<file path="src/hdl/kaf_pkg.sv">
// Shared types and constants for the Kalman angle filter.
package kaf_pkg;

    localparam logic [1:0] RegDt   = 2'd0;
    localparam logic [1:0] RegR    = 2'd1;
    localparam logic [1:0] RegQa   = 2'd2;
    localparam logic [1:0] RegQb   = 2'd3;

    localparam logic [31:0] ResetDt = 32'd1610613;
    localparam logic [31:0] ResetR  = 32'd740881859;
    localparam logic [31:0] ResetQa = 32'd107374;
    localparam logic [31:0] ResetQb = 32'd322123;
    localparam logic signed [31:0] CovOne = 32'sd1073741824;

    // Datapath operations issued one at a time by the controller.
    typedef enum logic [4:0] {
        OP_NONE,
        OP_LOAD,
        OP_RATE,
        OP_M_RATE,
        OP_ANGLE,
        OP_D0,
        OP_M_D0,
        OP_P00,
        OP_M_D1,
        OP_P01P10,
        OP_M_D3,
        OP_P11,
        OP_ERR_E,
        OP_DIV0,
        OP_DIV1,
        OP_M_K0Y0,
        OP_U00,
        OP_M_K0Y1,
        OP_U01,
        OP_M_K1Y0,
        OP_U10,
        OP_M_K1Y1,
        OP_U11,
        OP_M_K0E,
        OP_UANG,
        OP_M_K1E,
        OP_UBIAS,
        OP_COMMIT
    } t_op;

    typedef enum logic [2:0] {
        ST_IDLE,
        ST_ISSUE,
        ST_MULW,
        ST_DIVW,
        ST_OUT
    } t_state;

    typedef struct packed {
        t_op  op;
        logic start_div;
    } t_cmd;

    typedef struct packed {
        logic div_done;
        logic e_pos;
    } t_status;

    function automatic logic signed [31:0] sat32(input logic signed [65:0] v);
        if (v > 66'sh7FFFFFFF) begin
            return 32'sh7FFFFFFF;
        end else if (v < -66'sh80000000) begin
            return -32'sh80000000;
        end
        return v[31:0];
    endfunction

endpackage

</file>
<file path="src/hdl/kaf_controller.sv">
// Sequencer that steps the datapath through predict and correct.
module kaf_controller (
    input  logic             i_clk,
    input  logic             i_rst_n,
    input  logic             i_valid,
    output logic             o_stall,
    output logic             o_valid,
    input  logic             i_stall,
    input  kaf_pkg::t_status i_status,
    output kaf_pkg::t_cmd    o_cmd
);
    kaf_pkg::t_state r_state, n_state;
    kaf_pkg::t_op    r_op, n_op;
    logic            r_ovalid, n_ovalid;

    always_ff @(posedge i_clk) begin
        if (!i_rst_n) begin
            r_state  <= kaf_pkg::ST_IDLE;
            r_op     <= kaf_pkg::OP_NONE;
            r_ovalid <= 1'b0;
        end else begin
            r_state  <= n_state;
            r_op     <= n_op;
            r_ovalid <= n_ovalid;
        end
    end

    // Multiplies and OP_ERR_E wait in ST_MULW while their results register.
    always_comb begin
        n_state   = r_state;
        n_op      = r_op;
        n_ovalid  = r_ovalid;
        o_cmd.op  = kaf_pkg::OP_NONE;
        o_cmd.start_div = 1'b0;
        o_stall   = 1'b1;
        if (r_ovalid && !i_stall) begin
            n_ovalid = 1'b0;
        end
        case (r_state)
            kaf_pkg::ST_IDLE: begin
                o_stall = r_ovalid;
                if (i_valid && !r_ovalid) begin
                    o_cmd.op = kaf_pkg::OP_LOAD;
                    n_op     = kaf_pkg::OP_RATE;
                    n_state  = kaf_pkg::ST_ISSUE;
                end
            end
            kaf_pkg::ST_ISSUE: begin
                o_cmd.op = r_op;
                n_op     = kaf_pkg::t_op'(r_op + 1'b1);
                case (r_op)
                    kaf_pkg::OP_M_RATE, kaf_pkg::OP_M_D0, kaf_pkg::OP_M_D1,
                    kaf_pkg::OP_M_D3, kaf_pkg::OP_M_K0Y0, kaf_pkg::OP_M_K0Y1,
                    kaf_pkg::OP_M_K1Y0, kaf_pkg::OP_M_K1Y1, kaf_pkg::OP_M_K0E,
                    kaf_pkg::OP_M_K1E: n_state = kaf_pkg::ST_MULW;
                    kaf_pkg::OP_ERR_E: n_state = kaf_pkg::ST_MULW;
                    kaf_pkg::OP_DIV0: begin
                        if (!i_status.e_pos) begin
                            o_cmd.op = kaf_pkg::OP_NONE;
                            n_op     = kaf_pkg::OP_COMMIT;
                        end else begin
                            o_cmd.start_div = 1'b1;
                            n_state = kaf_pkg::ST_DIVW;
                        end
                    end
                    kaf_pkg::OP_DIV1: begin
                        o_cmd.start_div = 1'b1;
                        n_state = kaf_pkg::ST_DIVW;
                    end
                    kaf_pkg::OP_COMMIT: begin
                        n_state = kaf_pkg::ST_OUT;
                    end
                    default: ;
                endcase
            end
            kaf_pkg::ST_MULW: n_state = kaf_pkg::ST_ISSUE;
            kaf_pkg::ST_DIVW: begin
                if (i_status.div_done) begin
                    n_state = kaf_pkg::ST_ISSUE;
                end
            end
            kaf_pkg::ST_OUT: begin
                n_ovalid = 1'b1;
                n_state  = kaf_pkg::ST_IDLE;
            end
            default: n_state = kaf_pkg::ST_IDLE;
        endcase
    end

    assign o_valid = r_ovalid;
endmodule

</file>
<file path="config.mk">
export PLATFORM = sky130hd
export DESIGN_NAME = kaf_controller
export DESIGN_NICKNAME = d
export VERILOG_FILES = /design/src/hdl/kaf_pkg.sv /design/src/hdl/kaf_controller.sv
export SDC_FILE = /design/constraint.sdc
export NUM_CORES = 1
export LEC_CHECK = 0
export BUFFER_PORTS_ARGS = -buffer_cell sky130_fd_sc_hd__buf_2
export CORE_MARGIN = 2
export CORE_UTILIZATION = 50
export CTS_CLUSTER_DIAMETER = 150
export CTS_CLUSTER_SIZE = 28
export DETAILED_ROUTE_END_ITERATION = 8
export PLACE_DENSITY = 0.78
export SYNTH_ARGS = -nofsm -noshare
export SYNTH_HDL_FRONTEND = slang
export SYNTH_SLANG_ARGS = --single-unit
export TNS_END_PERCENT = 30
</file>
<file path="constraint.sdc">
create_clock -name i_clk -period 3.4 [get_ports i_clk]
set_input_delay 0.34 -clock i_clk [delete_from_list [all_inputs] [get_ports i_clk]]
set_output_delay 0.34 -clock i_clk [all_outputs]
set_load 0.01 [all_outputs]
</file>
# After elaboration in Yosys (flattened, before gate mapping)
# Cells that the tools add are included.
[totals]
regBits = 9
word_cells = 55
[classes]
addsub = 1
eq_ne = 22
muxes = 19
reduce_logical = 10
[ops]
columns = ["cell", "n"]
rows = [
  ["$eq A5 B4 Y1 const B", 6],
  ["$eq A5 B5 Y1 const B", 6],
  ["$mux W5", 5],
  ["$pmux W3 S4", 2],
  ["$pmux W5 S2", 2],
  ["$reduce_or A11 Y1", 1],
  ["$mux W3", 3],
  ["$eq A3 B2 Y1 const B", 2],
  ["$mux W1", 6],
  ["$add A5 B1 Y5 const B", 1],
  ["$eq A5 B2 Y1 const B", 1],
  ["$eq A5 B3 Y1 const B", 1],
  ["$ne A5 B2 Y1 const B", 1],
  ["$ne A2 B2 Y1 const B", 2],
  ["$reduce_and A4 Y1", 1],
  ["$reduce_bool A2 Y1", 2],
  ["$eq A3 B1 Y1 const B", 1],
  ["$eq A3 B3 Y1 const B", 1],
  ["$logic_not A3 Y1", 1],
  ["$ne A3 B3 Y1 const B", 1],
  ["$logic_and A1 B1 Y1", 2],
  ["$logic_not A1 Y1", 2],
  ["$pmux W1 S2", 1],
  ["$reduce_and A2 Y1", 1],
]

# Depth between registers and ports, before layout
# Gate-level depths: netlist of run 1.
[logic_depth]
ltp_word = 4
depth_mapped = 6
mapped_depth_nobuf = 6

# Worst setup path after synthesis of run 1
# No wires, ideal clock.
[synth_timing]
kind = "register -> output"
startpoint = "register r_state[0]"
endpoint = "output o_cmd[0] (netlist bit)"
arrival_time_ns = 1.272
t_required_ns = 3.060
setup_slack_ns = 1.788
path_stages_with_launch = 4
n_path_buf = 1
cell_sequence = "dfxtp_1 -> or3b_1 -> buf_6 -> nor4_1"
[synth_lines]
columns = ["item", "line", "source"]
rows = [
  ["start, declared", "kaf_controller.sv:12", "kaf_pkg::t_state r_state, n_state;"],
  ["start signal, assigned", "kaf_controller.sv:18", "r_state <= kaf_pkg::ST_IDLE;"],
  ["start signal, assigned", "kaf_controller.sv:22", "r_state <= n_state;"],
  ["end, declared", "kaf_controller.sv:10", "output kaf_pkg::t_cmd o_cmd"],
]

==> impl_metrics.py, run 1 <==
metrics = {
    "routing": {
        "drt_pass1_iterations": 4,
        "drc": 0,
        "antenna_violating_nets_post_route": 0,
        "final_wirelength_mm": 1.45,
        "first_iter_violations": 28,
        "vias_per_cell": 6.03,
        "dr_total_vias": 639,
        "wl_per_cell_um": 13.7,
    },
    "power": {
        "vdd.ir_drop.worst_v": 0.000291,
        "p_leak_nw": 0.350,
        "p_per_area_nw_per_um2": 347,
    },
    "synthesis": {
        "yosys.cell_count.top_type": "sky130_fd_sc_hd__dfxtp_1",
        "synth-edff-count": 0,
        "netlist_instances": 79,
        "synth.ff_latch_count": 9,
        "synth-warning-count": 0,
        "netlist_area_sq_um": 649,
        "synthesis.nets": 90,
        "yosys.area.top_type": "sky130_fd_sc_hd__dfxtp_1",
        "synth_ff_type": "sky130_fd_sc_hd__dfxtp_1",
        "synth_async_sr_flop_share_pct": 0,
        "synthTopCellsByArea": "sky130_fd_sc_hd__dfxtp_1 (28%), sky130_fd_sc_hd__ha_1 (9.6%), sky130_fd_sc_hd__inv_1 (3.5%)",
        "synth_cell_types": 36,
        "synth_sequential_area_ratio_pct": 27.7,
        "synth_top_area_share_pct": 27.7,
        "yosys-top-cells-count": "sky130_fd_sc_hd__dfxtp_1 (9), sky130_fd_sc_hd__inv_1 (6), sky130_fd_sc_hd__nand2_1 (6), sky130_fd_sc_hd__nor2_1 (6), sky130_fd_sc_hd__ha_1 (5)",
        "avgSynthCellArea_sq_um": 8.22,
    },
    "critical_path": {
        "top_fanout_value_on_the_critical_path": 9,
        "crit-reg2reg-launch": "r_op[0]$_SDFFE_PN0P_",
        "critical-path-slowest-cell": "sky130_fd_sc_hd__or3b_1",
        "crit_path_start": "r_state[0]$_SDFFE_PN0P_",
        "endpoint_kind": "primary output",
        "slowest_delay_ps": 540,
        "setup.worst_path.start_class": "flop",
        "timing.setup.critical_path_class": "flop to primary output",
        "crit_arrival_ps": 1770,
        "cp_cell_sequence": "or3b_1 > a31oi_4 > and2_2 > buf_2",
        "required_time_of_the_critical_path_ps": 3060,
    },
    "grt": {
        "grt_overflow_total": 0,
        "global_route_wire_length_before_repair_mm": 2.40,
        "grt_antenna_before_repair": 0,
        "groute.layer.met1.usage_pct": 30.5,
        "grt_use_total_pct": 23.4,
        "grt_max_degree": 11,
        "first_global_vias": 539,
        "grt_use_met3_pct": 10.0,
        "met2_usage_pct": 35.5,
        "top_usage_layer": "met2",
    },
    "sta": {
        "finalSetupViolCount": 0,
        "min_period_ps": 2110,
        "slew_headroom_pct": 71.4,
        "finalWorstSetupSlack_ps": 1290,
        "finalSetupTns_ps": 0,
        "achievable-frequency_mhz": 475,
        "unrepaired_setup_endpoints_after_global_routing": "false",
        "final.hold.worst_slack_ps": 341,
        "final_max_slew_viol_count": 0,
        "tightestPinTransition_ps": 426,
        "worst_clock_skew_ps": 4.97,
        "finalHoldViolations": 0,
        "fin_crit_sh_pct": 61.9,
    },
    "die": {
        "num_io_pins": 14,
        "design.die.area_sq_um": 1600,
        "row_count": 12,
        "start_util_pct": 56.2,
        "chipWidth_um": 40.0,
        "die_h_um": 40.0,
        "core_region_area_sq_um": 1160,
    },
    "clock_tree": {
        "clk_pin_slew_ps": 60,
        "cts_root_buffer": "sky130_fd_sc_hd__clkbuf_4",
        "numCtsBuffers": 3,
        "h-tree-depth": 1,
        "cts_repair_resize_count": 0,
        "worstSkewPairLatency_ps": 270,
        "hold_buffers": 0,
        "tritoncts": "done",
        "cts_setup_buffers": 0,
        "cts.sinks": 9,
        "cts_max_path_buffers": 2,
    },
    "outcome": {
        "outcome": "complete, no violations",
    },
    "final_layout": {
        "fillers": 106,
        "post_route_cells_drive_above_1_share_pct": 22.8,
        "seqCellArea_sq_um": 180,
        "final-instance-count-excl-fill": 106,
        "finish.net_count": 104,
        "diodes": 0,
        "syn2layout_area_growth_pct": 13.3,
        "area_occupied_by_multi_input_gates_sq_um": 424,
    },
    "placed_design": {
        "numPortBuffers": 13,
        "dp.cells": 102,
        "placement.setup.worst_slack_ps": 1590,
        "gp_routability_congestion": 0.901,
    },
    "job": {
        "cap_violations": 0,
    },
    "min_path": {
        "hp-class": "primary input to flop",
        "worst_hold_startpoint": "i_stall",
    },
}
## metal layers
| layer | share of wire [%] | routed length (um) |
|---|---|---|
| met3 | 6.8 | 98 |
| met2 | 47 | 678 |
| met5 | 0 | 0 |
| met4 | 0.28 | 4 |
| met1 | 46 | 669 |
## power breakdown
group          total (mW)  switching (mW)  internal (mW)
logic              0.0531          0.0309         0.0223
registers           0.117         0.00653          0.110
clock network      0.0851          0.0397         0.0454
total               0.255          0.0771          0.178
## cell families after synthesis
logic type | share of synthesized area, %
mux | 1.54
flops | 27.7
compound gates | 23.3
buf+inv | 6.94
fa+ha+maj | 9.63
simple gates | 30.8
## layout by cell type, fill, tap and decap left out, drive strengths merged, types with 2 or more instances in the layout
cell type,n
or4,2
nor4,2
clkbuf,4
nor3,2
and2,2
nor2,6
nor3b,2
o21a,2
o211ai,3
dfxtp,9
a21oi,3
and3,3
a31oi,2
ha,5
buf,13
nand3,2
nand2,6
nand2b,2
o21ai,4
inv,6
## metrics by stage
stage | power [mW] | util [%] | instance area [sq um]
2_1_floorplan | 0.158 | - | 649
6_report | 0.255 | 63.6 | 736
5_1_grt | 0.270 | 63.6 | 736
3_5_place_dp | 0.172 | 61.4 | 709
4_1_cts | 0.260 | 63.6 | 736
3_3_place_gp | 0.171 | 61.4 | 709
## state kept, by name (all words and copies together), names as in the netlist
| register | flops |
|---|---|
| o_valid | 1 |
| r_op | 5 |
| r_state | 3 |
## final cells by class
class                      instances  area share (%)
clock buffer                       4            3.57
inverter                           6            3.06
multi-input combinational         60            57.7
sequential                         9            24.5
tap                               14            2.38
timing repair buffer              13            8.84
## critical path: cells and delay by family (launching register included)
family | cells | cell delay, ps
AND/OR/NAND/NOR | 2 | 720
flip-flops | 1 | 390
AO/OA/AOI/OAI | 1 | 270
buffers and inverters | 1 | 120
## final timing paths
| kind | end | slack (ps) | cells past startpoint |
|---|---|---|---|
| hold reg to reg | r_state[0]$_SDFFE_PN0P_ | 560 | 1 |
| hold / removal | o_valid$_SDFFE_PN0P_ | 340 | 3 |
| setup reg to reg | r_state[1]$_SDFFE_PN0P_ | 1750 | 6 |
| setup / recovery | o_cmd[4] | 1290 | 4 |
Power figures use the tool's default switching activity.
==> inputs of run 2 (changes only) <==
- ABC_AREA: default -> 1
- clock period: 3.4 -> 2.1 ns (I/O delays scaled with it)
==> impl_metrics.py, run 2 <==
metrics = {
    "die": {
        "start_util_pct": 52.4,
        "design.die.area_sq_um": 1660,
        "core_region_area_sq_um": 1280,
        "num_io_pins": 14,
        "row_count": 13,
        "chipWidth_um": 40.7,
        "die_h_um": 40.7,
    },
    "final_layout": {
        "fin_util_pct": 61.0,
        "post_route_cells_drive_above_1_share_pct": 20.5,
        "syn2layout_area_growth_pct": 16.4,
        "finish.net_count": 134,
        "final_cell_mix": "sky130_fd_sc_hd__nand2_1 (24), sky130_fd_sc_hd__inv_1 (16), sky130_fd_sc_hd__nor2_1 (13), sky130_fd_sc_hd__buf_2 (13)",
        "largest_register_ff_count": 5,
        "largest-register": "r_op",
        "diodes": 0,
        "finish.instance_area_sq_um": 783,
        "final_common_cell": "sky130_fd_sc_hd__nand2_1",
    },
    "power": {
        "power.combinational.fraction_pct": 36.0,
        "p_switching_mw": 0.217,
        "p_leak_nw": 0.372,
        "vdd.ir_drop.worst_v": 0.000349,
        "power_mw": 0.549,
        "internal_power_mw": 0.331,
        "p_per_area_nw_per_um2": 701,
        "switching_share_pct": 39.6,
        "p_seq_share_pct": 38.3,
        "clockPowerShare_pct": 25.7,
    },
    "synthesis": {
        "avgSynthCellArea_sq_um": 6.41,
        "synth_sequential_area_ratio_pct": 26.8,
        "synth_cell_types": 20,
        "yosys.cell_count.top_type": "sky130_fd_sc_hd__nand2_1",
        "netlist_instances": 105,
        "synth-edff-count": 0,
        "synth_ff_type": "sky130_fd_sc_hd__dfxtp_1",
        "synth_top_area_share_pct": 26.8,
        "synth_async_sr_flop_share_pct": 0,
        "synthTopCellsByArea": "sky130_fd_sc_hd__dfxtp_1 (27%), sky130_fd_sc_hd__nand2_1 (13%), sky130_fd_sc_hd__ha_1 (9.3%)",
        "synth.ff_latch_count": 9,
        "netlist_area_sq_um": 673,
        "synthesis.nets": 116,
        "yosys.area.top_type": "sky130_fd_sc_hd__dfxtp_1",
        "yosys-top-cells-count": "sky130_fd_sc_hd__nand2_1 (24), sky130_fd_sc_hd__inv_1 (16), sky130_fd_sc_hd__nor2_1 (13)",
        "synth-warning-count": 0,
    },
    "sta": {
        "achievable-frequency_mhz": 516,
        "finalSetupTns_ps": 0,
        "finalWorstSetupSlack_ps": 164,
        "tightestPinTransition_ps": 464,
        "final_max_slew_viol_count": 0,
        "slew_headroom_pct": 68.9,
        "fin_crit_sh_pct": 92.2,
        "finalHoldViolations": 0,
        "worst_clock_skew_ps": 4.60,
        "min_period_ps": 1940,
        "finalSetupViolCount": 0,
        "unrepaired_setup_endpoints_after_global_routing": "false",
    },
    "clock_tree": {
        "cts_max_path_buffers": 2,
        "worstSkewPairLatency_ps": 270,
        "tritoncts": "done",
        "clk_pin_slew_ps": 60,
        "hold_buffers": 0,
        "numCtsBuffers": 3,
        "h-tree-depth": 1,
        "cts_repair_resize_count": 0,
        "cts_setup_buffers": 0,
        "cts_root_buffer": "sky130_fd_sc_hd__clkbuf_4",
        "cts.sinks": 9,
    },
    "critical_path": {
        "slowest_delay_ps": 400,
        "critical-path-slowest-cell": "sky130_fd_sc_hd__dfxtp_1",
        "timing.setup.critical_path_class": "flop to primary output",
        "required_time_of_the_critical_path_ps": 1890,
        "cp_cell_sequence": "inv_1 > ha_1 > nand3_4 > nor2_4 > inv_2 > nand2_1 > o21ai_0 > buf_2",
        "crit_arrival_ps": 1730,
        "top_fanout_value_on_the_critical_path": 5,
        "path_buf_inv": 3,
        "setup.worst_path.start_class": "flop",
        "cp_top_family": "flip-flops",
        "endpoint_kind": "primary output",
    },
    "routing": {
        "first_iter_violations": 16,
        "drc": 0,
        "vias_per_cell": 5.24,
        "final_wirelength_mm": 1.51,
        "dr_total_vias": 718,
        "wl_per_cell_um": 11.0,
        "antenna_violating_nets_post_route": 0,
        "drt_pass1_iterations": 6,
    },
    "grt": {
        "global_route_wire_length_before_repair_mm": 2.28,
        "grt_use_total_pct": 21.8,
        "first_global_vias": 572,
        "grt_max_degree": 10,
        "grt_overflow_total": 0,
        "grt_antenna_before_repair": 0,
    },
    "placed_design": {
        "placement.setup.worst_slack_ps": 475,
        "dp.final_hpwl_mm": 1.15,
        "area_after_detailed_placement_sq_um": 757,
        "gp_routability_congestion": 0.775,
        "numPortBuffers": 13,
    },
    "min_path": {
        "hp-class": "primary input to flop",
    },
    "outcome": {
        "outcome": "complete, no violations",
    },
    "job": {
        "cap_violations": 0,
    },
}
[run 2: cell types whose count changed in the layout (fill, tap and decap cells not counted), moves of 3 or more]
cell                       previous run  this run
sky130_fd_sc_hd__a21oi_1              3         9
sky130_fd_sc_hd__and3_1               3         0
sky130_fd_sc_hd__inv_1                6        16
sky130_fd_sc_hd__nand2_1              6        24
sky130_fd_sc_hd__nand2_2              0         3
sky130_fd_sc_hd__nand3_1              2         7
sky130_fd_sc_hd__nor2_1               6        13
sky130_fd_sc_hd__o211ai_1             3         0
[run 2: final cells by class]
cell class | instances | area [sq um]
Fill cell | 135 | 502
Multi-Input combinational cell | 78 | 424
Sequential cell | 9 | 180
Inverter | 18 | 68.8
Timing Repair Buffer | 13 | 65.1
Clock buffer | 4 | 26.3
Tap cell | 15 | 18.8
[run 2: final timing paths]
path                                      startpoint                 endpoint  slack [ps]  cells after the start
worst min-delay path                         i_stall     o_valid$_SDFFE_PN0P_         200                      3
worst max register to register  r_op[0]$_SDFFE_PN0P_  r_state[1]$_SDFFE_PN0P_         500                     12
worst max-delay path            r_op[1]$_SDFFE_PN0P_                 o_cmd[1]         160                      8
worst min register to register  o_valid$_SDFFE_PN0P_     o_valid$_SDFFE_PN0P_         480                      2
[run 2: power groups by stage]
| stage | Clock (mW) | Combinational [mW] | Sequential (mW) |
|---|---|---|---|
| after floorplan | 0 | 0.145 | 0.208 |
| after global routing | 0.154 | 0.223 | 0.211 |
| after detailed placement | 0 | 0.196 | 0.213 |
| after CTS | 0.143 | 0.197 | 0.209 |
| after global placement | 0 | 0.194 | 0.211 |
| final | 0.141 | 0.198 | 0.210 |
[run 2: per-layer routing]
layer / up-vias / GRT usage [%] / wire (um) / part of all wire, %
met5: - / 0 / 0 / 0
met4: 0 / 12.5 / 38 / 2.5
met3: 5 / 6.52 / 94 / 6.2
met2: 22 / 34.9 / 678 / 45
met1: 326 / 25.8 / 697 / 46
li1: 365 / - / - / -
[run 2: cell families (layout without fill, tap and decap cells)]
| kind of cell | after synthesis | after routing | share of synthesized area, % |
|---|---|---|---|
| xor gates and xnor gates | 2 | 2 | 2.60 |
| DFF | 9 | 9 | 26.8 |
| AOI/OAI and AO/OA | 15 | 15 | 11.7 |
| and+or+nand+nor | 56 | 56 | 39.4 |
| buffers and inverters | 18 | 35 | 10.2 |
| adders and majority gates | 5 | 5 | 9.29 |
[run 2: tightest hold or removal path: stages]
cell and delay (ps):
sky130_fd_sc_hd__buf_2 90, sky130_fd_sc_hd__nand2_1 50, sky130_fd_sc_hd__a21oi_1 60
[run 2: metrics by stage]
stage                     hold slack [ps]  instances
after CTS                             203        137
final                                 198        137
after floorplan                       331        105
after global routing                  208        137
after detailed placement              484        133
after global placement                467        133
==> inputs of run 3 (changes only) <==
- ABC_AREA: 1 -> default
==> impl_metrics.py, run 3 (same netlist as run 1, synthesis figures left out) <==
metrics = {
    "routing": {
        "dr_total_vias": 623,
        "drc": 0,
        "drt_pass1_iterations": 4,
        "final_wirelength_mm": 1.49,
        "met3_wirelength_um": 122,
        "wire_length_the_detailed_router_placed_on_met1_um": 675,
        "wl_per_cell_um": 14.0,
        "wl_met2_um": 675,
        "first_iter_violations": 13,
        "top_signal_layer_used": "met4",
        "antenna_violating_nets_post_route": 0,
        "vias_per_cell": 5.88,
    },
    "sta": {
        "tightestPinTransition_ps": 458,
        "finalHoldViolations": 0,
        "achievable-frequency_mhz": 506,
        "min_period_ps": 1980,
        "finalSetupTns_ps": 0,
        "slew_headroom_pct": 69.3,
        "finalSetupViolCount": 0,
        "final_max_slew_viol_count": 0,
        "fin_crit_sh_pct": 94.1,
        "worst_clock_skew_ps": 3.49,
        "unrepaired_setup_endpoints_after_global_routing": "false",
    },
    "die": {
        "start_util_pct": 56.2,
        "chipWidth_um": 40.0,
        "num_io_pins": 14,
        "die_h_um": 40.0,
        "core_region_area_sq_um": 1160,
        "design.die.area_sq_um": 1600,
        "row_count": 12,
    },
    "min_path": {
        "hp-class": "primary input to flop",
    },
    "grt": {
        "grt_max_degree": 11,
        "first_global_vias": 580,
        "grt_antenna_before_repair": 0,
        "global_route_wire_length_before_repair_mm": 2.44,
        "grt_overflow_total": 0,
        "grt_use_total_pct": 23.6,
    },
    "power": {
        "p_leak_nw": 0.350,
        "internal_power_mw": 0.288,
        "switching_share_pct": 30.4,
        "p_seq_share_pct": 45.7,
        "clockPowerShare_pct": 33.5,
        "p_per_area_nw_per_um2": 562,
        "vdd.ir_drop.worst_v": 0.000475,
        "power.combinational.fraction_pct": 20.8,
        "p_switching_mw": 0.126,
    },
    "final_layout": {
        "largest_register_ff_count": 5,
        "final_common_cell": "sky130_fd_sc_hd__buf_2",
        "largest-register": "r_op",
        "post_route_cells_drive_above_1_share_pct": 22.8,
        "final_cell_mix": "sky130_fd_sc_hd__buf_2 (13), sky130_fd_sc_hd__dfxtp_1 (9), sky130_fd_sc_hd__inv_1 (6), sky130_fd_sc_hd__nand2_1 (6), sky130_fd_sc_hd__nor2_1 (6)",
        "diodes": 0,
        "syn2layout_area_growth_pct": 13.3,
        "final-instance-count-excl-fill": 106,
        "finish.net_count": 104,
    },
    "critical_path": {
        "crit_arrival_ps": 1770,
        "critical-path-slowest-cell": "sky130_fd_sc_hd__or3b_1",
        "required_time_of_the_critical_path_ps": 1890,
        "timing.setup.critical_path_class": "flop to primary output",
        "setup.worst_path.start_class": "flop",
        "ff2ff_setup_slack_ps": 450,
        "slowest_delay_ps": 530,
        "endpoint_kind": "primary output",
        "top_fanout_value_on_the_critical_path": 9,
        "cp_cell_sequence": "or3b_1 > a31oi_4 > and2_2 > buf_2",
    },
    "clock_tree": {
        "clk_pin_slew_ps": 60,
        "cts.sinks": 9,
        "hold_buffers": 0,
        "worstSkewPairLatency_ps": 270,
        "cts_setup_buffers": 0,
        "cts_repair_resize_count": 0,
        "cts_root_buffer": "sky130_fd_sc_hd__clkbuf_4",
        "h-tree-depth": 1,
        "tritoncts": "done",
        "numCtsBuffers": 3,
        "cts_max_path_buffers": 2,
    },
    "placed_design": {
        "dp.cells": 102,
        "gp_routability_congestion": 0.896,
        "numPortBuffers": 13,
        "dp.final_hpwl_mm": 1.07,
    },
    "job": {
        "cap_violations": 0,
    },
    "outcome": {
        "outcome": "complete, no violations",
    },
}
[run 3: critical path, delay by kind of cell, from the launching register on]
family	cells	cell delay, ps
AND/OR/NAND/NOR	2	710
flip-flops	1	390
AO/OA/AOI/OAI	1	270
buffers and inverters	1	120
[run 3: final cells by class]
| type | instances | area, sq um |
|---|---|---|
| clock buffer | 4 | 26.3 |
| sequential | 9 | 180 |
| multi-input combinational | 60 | 424 |
| fill | 101 | 420 |
| tap | 14 | 17.5 |
| timing repair buffer | 13 | 65.1 |
| inverter | 6 | 22.5 |
[run 3: worst paths after layout]
check	startpoint	end	cells past startpoint
setup reg to reg	r_op[0]$_SDFFE_PN0P_	r_state[1]$_SDFFE_PN0P_	6
setup / recovery	r_state[0]$_SDFFE_PN0P_	o_cmd[4]	4
hold reg to reg	r_state[0]$_SDFFE_PN0P_	r_state[0]$_SDFFE_PN0P_	1
hold / removal	i_stall	o_valid$_SDFFE_PN0P_	3
[run 3: per-stage QoR]
stage | hold slack (ps) | utilization, % | cell area, sq um | setup WS (ps) | power [mW]
finish | 228 | 63.6 | 736 | 123 | 0.414
global route | 223 | 63.6 | 736 | 66.0 | 0.438
CTS | 223 | 63.6 | 736 | 137 | 0.417
detailed placement | 510 | 61.4 | 709 | 417 | 0.278
global placement | 474 | 61.4 | 709 | 473 | 0.276
floorplan | 327 | - | 649 | 618 | 0.255
[run 3: per-layer routing]
metal / track usage [%] / vias to the layer above
met2: 37.1 / 29
met3: 10.0 / 2
met4: 8.62 / 0
met5: 0 / -
li1: - / 312
met1: 28.4 / 280
[run 3: power groups by stage]
stage                     clock network [mW]  logic, mW  registers, mW
after floorplan                            0     0.0657          0.190
after global placement                     0     0.0840          0.192
after detailed placement                   0     0.0846          0.193
after CTS                              0.143     0.0850          0.189
after global routing                   0.151     0.0964          0.190
final                                  0.139     0.0859          0.189
